$ cat src/hdl/assert_macros.svh
// Assertion macros shared by the RTL.
// No dependencies; empty bodies when SYNTHESIS is defined.
`ifndef ASSERT_MACROS_SVH
`define ASSERT_MACROS_SVH
`ifndef SYNTHESIS
`define ASSERT_RST(lbl, clk, rstn, prop) \
  lbl: assert property (@(posedge clk) disable iff (!rstn) prop) \
    else $error("assertion failed");
`define ASSERT_ALWAYS(lbl, clk, prop) \
  lbl: assert property (@(posedge clk) prop) else $error("assertion failed");
`else
`define ASSERT_RST(lbl, clk, rstn, prop)
`define ASSERT_ALWAYS(lbl, clk, prop)
`endif
`endif

$ cat src/hdl/sapa_pkg.sv
// Types and constants for the subnet address pool allocator.
// No dependencies.
package sapa_pkg;

  localparam int unsigned POOL_ENTRIES_DEF = 256;

  localparam int unsigned ADDR_W  = 32;
  localparam int unsigned PFX_W   = 6;
  localparam int unsigned IDXO_W  = 8;
  localparam int unsigned ST_W    = 2;
  localparam int unsigned RC_W    = 2;

  // entry states are packed sixteen to a memory row
  localparam int unsigned SLOT_W      = 4;
  localparam int unsigned ROW_ENTRIES = 16;

  typedef logic [ROW_ENTRIES-1:0][ST_W-1:0] row_t;

  typedef enum logic [1:0] {
    OP_RESERVE  = 2'd0,
    OP_ALLOCATE = 2'd1,
    OP_RECLAIM  = 2'd2,
    OP_LOOKUP   = 2'd3
  } op_e;

  localparam logic [ST_W-1:0] ST_AVAILABLE = 2'd0;
  localparam logic [ST_W-1:0] ST_RESERVED  = 2'd1;
  localparam logic [ST_W-1:0] ST_USED      = 2'd2;

  localparam logic [RC_W-1:0] RC_OK        = 2'd0;
  localparam logic [RC_W-1:0] RC_RANGE     = 2'd1;
  localparam logic [RC_W-1:0] RC_STATE     = 2'd2;
  localparam logic [RC_W-1:0] RC_EXHAUSTED = 2'd3;

  localparam logic CFG_BASE   = 1'b0;
  localparam logic CFG_PREFIX = 1'b1;

  localparam logic [PFX_W-1:0] PREFIX_RST = 6'd24;

endpackage

$ cat src/hdl/subnet_address_pool_allocator_unit.sv
// Subnet address pool allocator: top level, one row memory and a sequencer.
// Depends on sapa_pkg and assert_macros.svh.
//
//  channel  | handshake                 | payload
//  ---------+---------------------------+-------------------------------------------
//  command  | start / busy              | operation_i, address_i
//  result   | done_o (one-cycle strobe) | result_code_o, entry_index_o,
//           |                           | granted_address_o, entry_state_o
//  config   | cfg_valid_i / cfg_ready_o | cfg_index_i, cfg_data_i
//
// Reserve, reclaim and lookup pass through the check and modify states before
// raising done_o; when the address misses the subnet or the pool, done_o follows the check.
// Allocate: the first-fit scan reads one memory row (sixteen entries) per cycle
// and raises done_o at the first free slot or after the last row.
// After reset a clearing pass over all NUM_ROWS rows holds busy high.
// Results cannot be stalled; config is always ready.
`include "assert_macros.svh"

module subnet_address_pool_allocator_unit #(
  parameter int unsigned POOL_ENTRIES = sapa_pkg::POOL_ENTRIES_DEF
) (
  input  logic                          clk_i,
  input  logic                          rst_ni,
  input  logic                          start,
  output logic                          busy,
  input  logic [1:0]                    operation_i,
  input  logic [sapa_pkg::ADDR_W-1:0]   address_i,
  output logic                          done_o,
  output logic [sapa_pkg::RC_W-1:0]     result_code_o,
  output logic [sapa_pkg::IDXO_W-1:0]   entry_index_o,
  output logic [sapa_pkg::ADDR_W-1:0]   granted_address_o,
  output logic [sapa_pkg::ST_W-1:0]     entry_state_o,
  input  logic                          cfg_valid_i,
  output logic                          cfg_ready_o,
  input  logic                          cfg_index_i,
  input  logic [sapa_pkg::ADDR_W-1:0]   cfg_data_i
);

  localparam int unsigned NUM_ROWS =
    (POOL_ENTRIES + sapa_pkg::ROW_ENTRIES - 1) / sapa_pkg::ROW_ENTRIES;
  localparam int unsigned ROW_AW = (NUM_ROWS > 1) ? $clog2(NUM_ROWS) : 1;
  localparam int unsigned OFF_W  = ROW_AW + sapa_pkg::SLOT_W;
  localparam logic [ROW_AW-1:0] LastRow = ROW_AW'(NUM_ROWS - 1);
  localparam logic [OFF_W:0]    PoolLim = (OFF_W+1)'(POOL_ENTRIES);

  localparam logic [2:0] S_CLEAR  = 3'd0;
  localparam logic [2:0] S_IDLE   = 3'd1;
  localparam logic [2:0] S_CHECK  = 3'd2;
  localparam logic [2:0] S_MODIFY = 3'd3;
  localparam logic [2:0] S_SCAN   = 3'd4;

  logic [2:0] state_q, state_d;

  logic [sapa_pkg::ADDR_W-1:0] base_q;
  logic [sapa_pkg::PFX_W-1:0]  prefix_q;

  sapa_pkg::op_e               op_q;
  logic [sapa_pkg::ADDR_W-1:0] addr_q, mask_q, nb_q;
  logic [OFF_W-1:0]            idx_q, idx_d;
  logic [ROW_AW-1:0]           row_q, row_d;
  logic [ROW_AW-1:0]           clr_q, clr_d;

  logic                        done_q, done_d;
  logic [sapa_pkg::RC_W-1:0]   rc_q, rc_d;
  logic [sapa_pkg::IDXO_W-1:0] ridx_q, ridx_d;
  logic [sapa_pkg::ADDR_W-1:0] rgrant_q, rgrant_d;
  logic [sapa_pkg::ST_W-1:0]   rst_q, rst_d;

  // row memory
  sapa_pkg::row_t    pool_mem_q [NUM_ROWS];
  sapa_pkg::row_t    rd_q;
  logic              mem_re, mem_we;
  logic [ROW_AW-1:0] mem_raddr, mem_waddr;
  sapa_pkg::row_t    mem_wdata;

  logic                        accept;
  logic [sapa_pkg::PFX_W-1:0]  pfx_clamped;
  logic [sapa_pkg::ADDR_W-1:0] mask_now;
  logic [sapa_pkg::ADDR_W-1:0] off;
  logic                        in_pool;

  logic [sapa_pkg::SLOT_W-1:0] slot;
  logic [sapa_pkg::ST_W-1:0]   cur_st;
  sapa_pkg::row_t              mod_row;

  logic [sapa_pkg::ROW_ENTRIES-1:0] free_vec;
  logic                             hit;
  logic [sapa_pkg::SLOT_W-1:0]      hit_slot;
  logic [OFF_W-1:0]                 hit_idx;
  sapa_pkg::row_t                   alloc_row;

  assign accept      = start && !busy;
  assign busy        = (state_q != S_IDLE);
  assign cfg_ready_o = 1'b1;

  assign done_o            = done_q;
  assign result_code_o     = rc_q;
  assign entry_index_o     = ridx_q;
  assign granted_address_o = rgrant_q;
  assign entry_state_o     = rst_q;

  // subnet mask from the prefix; zero prefix gives an empty mask
  always_comb begin
    pfx_clamped = (prefix_q > 6'd32) ? 6'd32 : prefix_q;
    if (pfx_clamped == '0) begin
      mask_now = '0;
    end else begin
      mask_now = {sapa_pkg::ADDR_W{1'b1}} << (6'd32 - pfx_clamped);
    end
  end

  assign off     = addr_q - nb_q;
  assign in_pool = ((addr_q & mask_q) == nb_q) && (off < 32'(POOL_ENTRIES));

  // single-entry update for reserve / reclaim
  assign slot   = idx_q[sapa_pkg::SLOT_W-1:0];
  assign cur_st = rd_q[slot];
  always_comb begin
    mod_row = rd_q;
    case (op_q)
      sapa_pkg::OP_RESERVE: mod_row[slot] = sapa_pkg::ST_RESERVED;
      sapa_pkg::OP_RECLAIM: mod_row[slot] = sapa_pkg::ST_AVAILABLE;
      default:              mod_row[slot] = cur_st;
    endcase
  end

  // first free slot of the row under scan; skip the network address and
  // slots past the end of the pool
  always_comb begin
    logic [OFF_W-1:0] g;
    hit_slot = '0;
    for (int s = 0; s < int'(sapa_pkg::ROW_ENTRIES); s++) begin
      g = {row_q, sapa_pkg::SLOT_W'(s)};
      free_vec[s] = (rd_q[s] == sapa_pkg::ST_AVAILABLE) && (g != '0) &&
                    ({1'b0, g} < PoolLim);
    end
    for (int s = int'(sapa_pkg::ROW_ENTRIES) - 1; s >= 0; s--) begin
      if (free_vec[s]) begin
        hit_slot = sapa_pkg::SLOT_W'(s);
      end
    end
    hit       = |free_vec;
    hit_idx   = {row_q, hit_slot};
    alloc_row = rd_q;
    alloc_row[hit_slot] = sapa_pkg::ST_USED;
  end

  // sequencer
  always_comb begin
    state_d   = state_q;
    idx_d     = idx_q;
    row_d     = row_q;
    clr_d     = clr_q;
    done_d    = 1'b0;
    rc_d      = rc_q;
    ridx_d    = ridx_q;
    rgrant_d  = rgrant_q;
    rst_d     = rst_q;
    mem_re    = 1'b0;
    mem_raddr = '0;
    mem_we    = 1'b0;
    mem_waddr = '0;
    mem_wdata = '0;

    unique case (state_q)
      S_CLEAR: begin
        mem_we    = 1'b1;
        mem_waddr = clr_q;
        clr_d     = clr_q + 1'b1;
        if (clr_q == LastRow) begin
          state_d = S_IDLE;
        end
      end
      S_IDLE: begin
        if (accept) begin
          if (sapa_pkg::op_e'(operation_i) == sapa_pkg::OP_ALLOCATE) begin
            mem_re  = 1'b1;
            row_d   = '0;
            state_d = S_SCAN;
          end else begin
            state_d = S_CHECK;
          end
        end
      end
      S_CHECK: begin
        if (in_pool) begin
          idx_d     = off[OFF_W-1:0];
          mem_re    = 1'b1;
          mem_raddr = off[OFF_W-1:sapa_pkg::SLOT_W];
          state_d   = S_MODIFY;
        end else begin
          done_d   = 1'b1;
          rc_d     = sapa_pkg::RC_RANGE;
          ridx_d   = '0;
          rgrant_d = '0;
          rst_d    = '0;
          state_d  = S_IDLE;
        end
      end
      S_MODIFY: begin
        done_d  = 1'b1;
        state_d = S_IDLE;
        if ((op_q == sapa_pkg::OP_RESERVE && cur_st != sapa_pkg::ST_AVAILABLE) ||
            (op_q == sapa_pkg::OP_RECLAIM && cur_st != sapa_pkg::ST_USED)) begin
          rc_d     = sapa_pkg::RC_STATE;
          ridx_d   = '0;
          rgrant_d = '0;
          rst_d    = '0;
        end else begin
          mem_we    = (op_q != sapa_pkg::OP_LOOKUP);
          mem_waddr = idx_q[OFF_W-1:sapa_pkg::SLOT_W];
          mem_wdata = mod_row;
          rc_d      = sapa_pkg::RC_OK;
          ridx_d    = sapa_pkg::IDXO_W'(idx_q);
          rgrant_d  = nb_q + 32'(idx_q);
          rst_d     = mod_row[slot];
        end
      end
      S_SCAN: begin
        if (hit) begin
          mem_we    = 1'b1;
          mem_waddr = row_q;
          mem_wdata = alloc_row;
          done_d    = 1'b1;
          rc_d      = sapa_pkg::RC_OK;
          ridx_d    = 8'(32'(hit_idx));
          rgrant_d  = nb_q + 32'(hit_idx);
          rst_d     = sapa_pkg::ST_USED;
          state_d   = S_IDLE;
        end else if (row_q == LastRow) begin
          done_d   = 1'b1;
          rc_d     = sapa_pkg::RC_EXHAUSTED;
          ridx_d   = '0;
          rgrant_d = '0;
          rst_d    = '0;
          state_d  = S_IDLE;
        end else begin
          mem_re    = 1'b1;
          mem_raddr = row_q + 1'b1;
          row_d     = row_q + 1'b1;
        end
      end
      default: begin
        state_d = S_IDLE;
      end
    endcase
  end

  always_ff @(posedge clk_i or negedge rst_ni) begin
    if (!rst_ni) begin
      state_q  <= S_CLEAR;
      clr_q    <= '0;
      done_q   <= 1'b0;
      base_q   <= '0;
      prefix_q <= sapa_pkg::PREFIX_RST;
    end else begin
      state_q <= state_d;
      clr_q   <= clr_d;
      done_q  <= done_d;
      if (cfg_valid_i && cfg_ready_o) begin
        if (cfg_index_i == sapa_pkg::CFG_BASE) begin
          base_q <= cfg_data_i;
        end else begin
          prefix_q <= cfg_data_i[sapa_pkg::PFX_W-1:0];
        end
      end
    end
  end

  // command word and result payload
  always_ff @(posedge clk_i) begin
    if (accept) begin
      op_q   <= sapa_pkg::op_e'(operation_i);
      addr_q <= address_i;
      mask_q <= mask_now;
      nb_q   <= base_q & mask_now;
    end
    idx_q    <= idx_d;
    row_q    <= row_d;
    rc_q     <= rc_d;
    ridx_q   <= ridx_d;
    rgrant_q <= rgrant_d;
    rst_q    <= rst_d;
  end

  always_ff @(posedge clk_i) begin
    if (mem_we) begin
      pool_mem_q[mem_waddr] <= mem_wdata;
    end
    if (mem_re) begin
      rd_q <= pool_mem_q[mem_raddr];
    end
  end

  `ASSERT_RST(a_done_single, clk_i, rst_ni, done_o |=> !done_o)
  `ASSERT_RST(a_accept_busy, clk_i, rst_ni, (start && !busy) |=> busy)
  `ASSERT_RST(a_fail_zero, clk_i, rst_ni,
    (done_o && result_code_o != sapa_pkg::RC_OK) |->
    (entry_index_o == '0 && granted_address_o == '0 && entry_state_o == '0))
  `ASSERT_RST(a_clear_quiet, clk_i, rst_ni, (state_q == S_CLEAR) |-> !done_o)

endmodule

$ cat config.mk
export PLATFORM = sky130hd
export DESIGN_NAME = subnet_address_pool_allocator_unit
export DESIGN_NICKNAME = d
export VERILOG_FILES = /design/src/hdl/sapa_pkg.sv /design/src/hdl/subnet_address_pool_allocator_unit.sv
export VERILOG_INCLUDE_DIRS = /design/src /design/src/hdl
export SDC_FILE = /design/constraint.sdc
export NUM_CORES = 1
export LEC_CHECK = 0
export BUFFER_PORTS_ARGS = -buffer_cell sky130_fd_sc_hd__buf_2
export CELL_PAD_IN_SITES_DETAIL_PLACEMENT = 1
export CELL_PAD_IN_SITES_GLOBAL_PLACEMENT = 1
export CORE_AREA = 2 2 258 260
export CTS_CLUSTER_DIAMETER = 120
export DETAILED_ROUTE_END_ITERATION = 16
export DIE_AREA = 0 0 260 262
export HOLD_SLACK_MARGIN = 0.05
export PLACE_DENSITY_LB_ADDON = 0.1
export SLEW_MARGIN = 30
export SYNTH_ARGS = -nofsm -noshare
export SYNTH_HDL_FRONTEND = slang
export SYNTH_SLANG_ARGS = --single-unit
$ cat constraint.sdc
create_clock -name clk_i -period 8.3 [get_ports clk_i]
set_input_delay 1.245 -clock clk_i [delete_from_list [all_inputs] [get_ports clk_i]]
set_output_delay 1.245 -clock clk_i [all_outputs]
set_load 0.05 [all_outputs]
=== After elaboration in Yosys (flattened, before gate mapping) ===
Memory sizes are Yosys's and may differ from the RTL's. A register that Yosys moved wholly into a read port is not among the register bits.
Index checks and enable logic that the tools add are counted.

* Flip-flop bits (word level): 200
* Latch bits: 0
* Memory bits (writable): 512
* ROM bits: 0
* Bits of input ports: 71
* Output and inout port bits: 47
* Logic and storage cells: 183
* Memories: 1

* Add/subtract/negate cells: 6
* Multipliers: 0
* Div/mod/pow operators: 0
* Order comparisons: 6
* Equality and inequality tests: 19
* Shift-type cells: 1
* Muxes and demuxes: 85
* Bitwise operators: 11
* Reduce and logical (&&, ||, !) cells: 39

{| class="wikitable"
|+ Memory list
! name !! depth !! bits a word !! rd ports !! clocked after memory_dff !! wr ports !! line !! text
|-
| pool_mem_q || 16 || 32 || 1 || 1 || 1 || subnet_address_pool_allocator_unit.sv:70 || <nowiki>sapa_pkg::row_t pool_mem_q [NUM_ROWS];</nowiki>
|}

{| class="wikitable"
|+ Operator list
! kind !! number
|-
| $mux 32 || 7
|-
| $pmux 32 s2 || 2
|-
| $mux 4 || 25
|-
| $and 32x32->32 || 3
|-
| $pmux 32 s3 || 1
|-
| $add 32x8->32 || 2
|-
| $logic_not 2->1 || 17
|-
| $and 16x16->16 || 2
|-
| $bwmux 32 || 1
|-
| $eq 32x32->1 || 1
|-
| $lt 32x9->1 const B || 1
|-
| $mux 8 || 4
|-
| $not 16->16 || 2
|-
| $not 32->32 || 1
|-
| $or 16x16->16 || 2
|-
| $shl 32x6->32 const A || 1
|-
| $sub 32x32->32 || 1
|-
| $mux 2 || 13
|-
| $pmux 8 s3 || 1
|-
| $bmux 2 s4 || 2
|-
| $demux 2 s4 || 2
|-
| $ne 2x2->1 const B || 8
|-
| $pmux 4 s2 || 2
|-
| $reduce_or 16->1 || 1
|-
| other kinds (32) || 65
|}

=== Depth between registers and ports, before layout ===
* Depth after elaboration: 25
* Gate-level depth with buffers: 22
* Mapped depth without buffers: 21

=== Least setup slack after synthesis ===
No wires, ideal clock.

* Path kind: input port to flip-flop
* Start: input start
* End: register rd_q[0] in the netlist's numbering (read register of pool_mem_q) (enable)
* Arrival: 6.708 ns
* Data required time: 7.906 ns
* Slack: 1.198 ns
* Stages: 4
* Path buffers: 0
* Cells stage by stage: inv_1 > nor2_1 > a21o_1 > nand2b_1

* Word-level cells in the longest chain between the ends: 3

{| class="wikitable"
|+ Ends and longest elaborated chain
! what !! line !! text
|-
| start: declaration || subnet_address_pool_allocator_unit.sv:24 || <nowiki>input logic start,</nowiki>
|-
| $logic_and 1x1->1 || subnet_address_pool_allocator_unit.sv:92 || <nowiki>assign accept = start && !busy;</nowiki>
|-
| named net accept || subnet_address_pool_allocator_unit.sv:76 || <nowiki>logic accept;</nowiki>
|-
| $mux 1 || subnet_address_pool_allocator_unit.sv:175 || <nowiki>if (accept) begin</nowiki>
|-
| $pmux 1 s3 || subnet_address_pool_allocator_unit.sv:165 || <nowiki>unique case (state_q)</nowiki>
|-
| named net mem_re || subnet_address_pool_allocator_unit.sv:72 || <nowiki>logic mem_re, mem_we;</nowiki>
|-
| end: declaration || subnet_address_pool_allocator_unit.sv:71 || <nowiki>sapa_pkg::row_t rd_q;</nowiki>
|}

The timed path passes the listed nets, and every way through them passes these cells.
A chain may end at the register's enable or synchronous reset.

=== Worst setup path after layout ===
* Start: register nb_q[2] in the netlist's numbering
* End: register rd_q[17] in the netlist's numbering (read register of pool_mem_q), data pin

* Word-level cells in the longest chain between the ends: 5
* Elaborated cells on any way between the ends: 8
* Classes of those cells: 1 x add/sub; 1 x order compare; 1 x eq/ne; 4 x mux; 1 x reduce/logical

{| class="wikitable"
|+ Ends and longest elaborated chain
! what !! line !! text
|-
| start: declaration || subnet_address_pool_allocator_unit.sv:58 || <nowiki>logic [sapa_pkg::ADDR_W-1:0] addr_q, mask_q, nb_q;</nowiki>
|-
| start signal: assignment || subnet_address_pool_allocator_unit.sv:276 || <nowiki>nb_q <= base_q & mask_now;</nowiki>
|-
| $sub 32x32->32 || subnet_address_pool_allocator_unit.sv:112 || <nowiki>assign off = addr_q - nb_q;</nowiki>
|-
| $lt 32x9->1 || subnet_address_pool_allocator_unit.sv:113 || <nowiki>assign in_pool = ((addr_q & mask_q) == nb_q) && (off < 32'(POOL_ENTRIES));</nowiki>
|-
| $logic_and 1x1->1 || subnet_address_pool_allocator_unit.sv:113 ||
|-
| $mux 1 or $mux 4 (tied branches) || subnet_address_pool_allocator_unit.sv:186 || <nowiki>if (in_pool) begin</nowiki>
|-
| $pmux 1 s3 or $pmux 4 s2 (tied branches) || subnet_address_pool_allocator_unit.sv:165 ||
|}

Several ways; a longest one is shown, not always the timed one.

==> metrics.txt <==
clock buffer depth 3; GRT overflow 0; Tightest Pin Transition 1045 ps; Core ar. between 60,000 and 70,000 sq um; initial antenna violation count 1; DIE AREA ~68,000 sq um; CP Capture Type flip-flop; H-tree Lvls 3; number of remaining DRC errors 0; Synth Area in Simple Gates 0.08344; CTS sink count 744; PwrDens 283.8 nW/um^2; routed len/inst 30.06 um; die span in x 260 um; skew final 41.37 ps; Max-Cap Viols 0; Max FO, Critical Path 41; CP max stage delay 710 ps; crit path kind reg2reg; CTS Buf Count between 70 and 80; top-area cell type share of the netlist area 0.6207; Setup TNS Final 0 ps; post-synth top area cell edfxtp_1; GRT Total Usage 0.3118; critical-path cell list inv_1, ha_1, o211ai_1, a21oi_1, o21ai_0, a211o_1, a21oi_1, nor2_1, mux2i_1, nor2_4, a41oi_4, buf_4, buf_4, mux2i_1, o22ai_1, or3_1; Slew headroom 0.3019; Hold Fails Final Rpt 0; Post-CTS Setup Bufs 0; largest family of logic cells by synthesized area compound AO/OA/AOI/OAI gates; Critical Path AT slightly below 7000 ps; most frequent cells in the layout 698 x edfxtp_1, 194 x mux2i_1, 130 x nand2_1; count of pins over their slew limit 0; first-pass GRT wire length between 150,000 and 200,000 um; XOR/XNOR Fraction of Synth Area 0.01712; register area share after synthesis 0.6548; post-synthesis mux area share 0.08751; Post-synth EDFFs 698; Layout Nets 2,705; status completed; Worst Hold Depth 1; Mapped Cells 2,444; post-layout util 0.5843; Final Cycle Share 0.7668; drt first pass iters 5; Synthesis Warnings 0; CTS clk-pin slew, worst paths 60 ps; Final ANT Viol Nets 0; Synth Area in Compound Gates 0.1117; CTS tree built; Placement Rows 94; total leakage power 14.40 nW; drt total wl about 110,000 um; critical path required time 8690 ps; top cells by area, synth edfxtp_1 62%, mux2i_1 5.8%, dfrtp_1 3.3%; worst hold path type reg2reg; Synth cell types 83; PostCTS Resize Cnt 0; vias per cell 6.349; Power, Total about 11 mW; number of synthesized register bits 744; Fmax achieved 0.1571 GHz; slowest cell on the critical path buf_4; Final setup viols 0; Final Wtd Congestion 0.9164; # hold bufs at CTS 0; adder-cell area share of the yosys netlist 0.02082; share of layout cells above drive strength 1 0.1582; Cell Area, Synth between 30,000 and 40,000 sq um; Initial Utilization 0.5174; asr flop ratio synth 0.06183; worst vdd ir ~210 uV; area grow syn2layout 12.94%; detailed placement HPWL 70,060 um; number of global-route vias before repair 23.39k; Clock Root Buffer clkbuf_16; clk_lat worst skew 650 ps; via count about 22k; syn nets 2,570; crit start category flip-flop; Port Buffers ~120; largest net degree at the start of global routing 55; Top FF cell, synth edfxtp_1; reg-to-reg slack, setup 1940 ps; io pins 118; commonest non-fill, non-tap cell in the layout edfxtp_1; DIE HEIGHT 262 um; Avg Inst Size Synth 13.82 sq um; minimum clock period 6365 ps; antenna diode instance count 0; drt initial violations 2,044; RSZ-0062 raised after global routing no; cell count of the worst reg-to-reg path 16
==> worst paths after layout <==
kind,start,to
worst max-delay path,nb_q[2],rd_q[17]
worst min-delay path,base_q[20],base_q[20]
worst max register to register,nb_q[2],rd_q[17]
worst min register to register,base_q[20],base_q[20]
max in group asynchronous,rst_ni,state_q[0]
min in group asynchronous,rst_ni,base_q[18]
==> cell families (layout without fill, tap and decap cells) <==
group           after synthesis  after routing
simple gates                558            558
other cells                   1              1
flops                       744            744
fa+ha+maj                    55             55
xor+xnor                     66             66
buf+inv                     190            388
compound gates              556            556
mux                         274            274
==> where the power goes <==
part / switching (mW) / internal (mW)
Sequential: 0.253 / 4.77
Clock: 1.50 / 1.98
Combinational: 1.64 / 0.684
Total: 3.39 / 7.43
==> critical path: cells and delay by family (launching register included) <==
family / cells / cell delay (ps)
compound gates: 7 / 2030
simple gates: 3 / 720
flops: 1 / 470
fa+ha+maj: 1 / 340
mux: 2 / 1020
buf+inv: 3 / 1450
==> Yosys cell counts (all sizes together) (4+ instances only) <==
cell type / n
nor4: 10
a211oi: 15
nand2: 130
mux2i: 194
or3: 36
nor3b: 4
nor2b: 40
clkbuf: 65
a31oi: 12
xor2: 12
or2: 8
nor2: 118
o31ai: 8
mux2: 70
a21o: 25
a22oi: 9
nand2b: 28
dfrtp: 44
nand4: 24
inv: 66
o21bai: 8
o22ai: 82
buf: 59
o21a: 10
o22a: 5
a41oi: 8
mux4: 10
nor3: 53
a21oi: 113
o21ai: 124
o211ai: 10
xnor2: 54
nand3: 25
and2: 46
edfxtp: 698
ha: 53
and3: 31
a32oi: 14
a2111oi: 27
a22o: 51
==> metrics by stage <==
| step | hold slack, ps | instances | area (sq um) | setup slack [ps] |
|---|---|---|---|---|
| after global placement | 484.9 | 3358 | 35500 | 2015 |
| after global routing | 525.3 | 3506 | 38140 | 1584 |
| final | 499.1 | 3506 | 38140 | 1935 |
| after CTS | 505.3 | 3504 | 38100 | 1897 |
| after detailed placement | 495.1 | 3360 | 35560 | 1893 |
| after floorplan | 467.6 | 2444 | 33770 | 1198 |
==> flip-flops by register name (all words and copies together) (netlist names), 8 cells and up <==
name,count
pool_mem_q,512
addr_q,32
base_q,32
granted_address_o,32
mask_q,32
nb_q,32
rd_q,32
entry_index_o,8
idx_q,8
==> layout make-up <==
class                      count  area [sq um]
multi-input combinational   1510         11080
sequential                   744         22110
clock inverter                46         473.0
fill                        6271         27130
inverter                      66         247.7
tap                          864          1081
timing repair buffer         178          1077
clock buffer                  98          2069
==> layer usage <==
metal	track usage	vias to the layer above	part of all wire
li1	-	9726	-
met1	0.3766	11471	0.38
met5	0	-	0
met2	0.5545	809	0.51
met3	0.03627	255	0.052
met4	0.1563	0	0.052
Note: power is estimated with default switching activity, not from simulation.
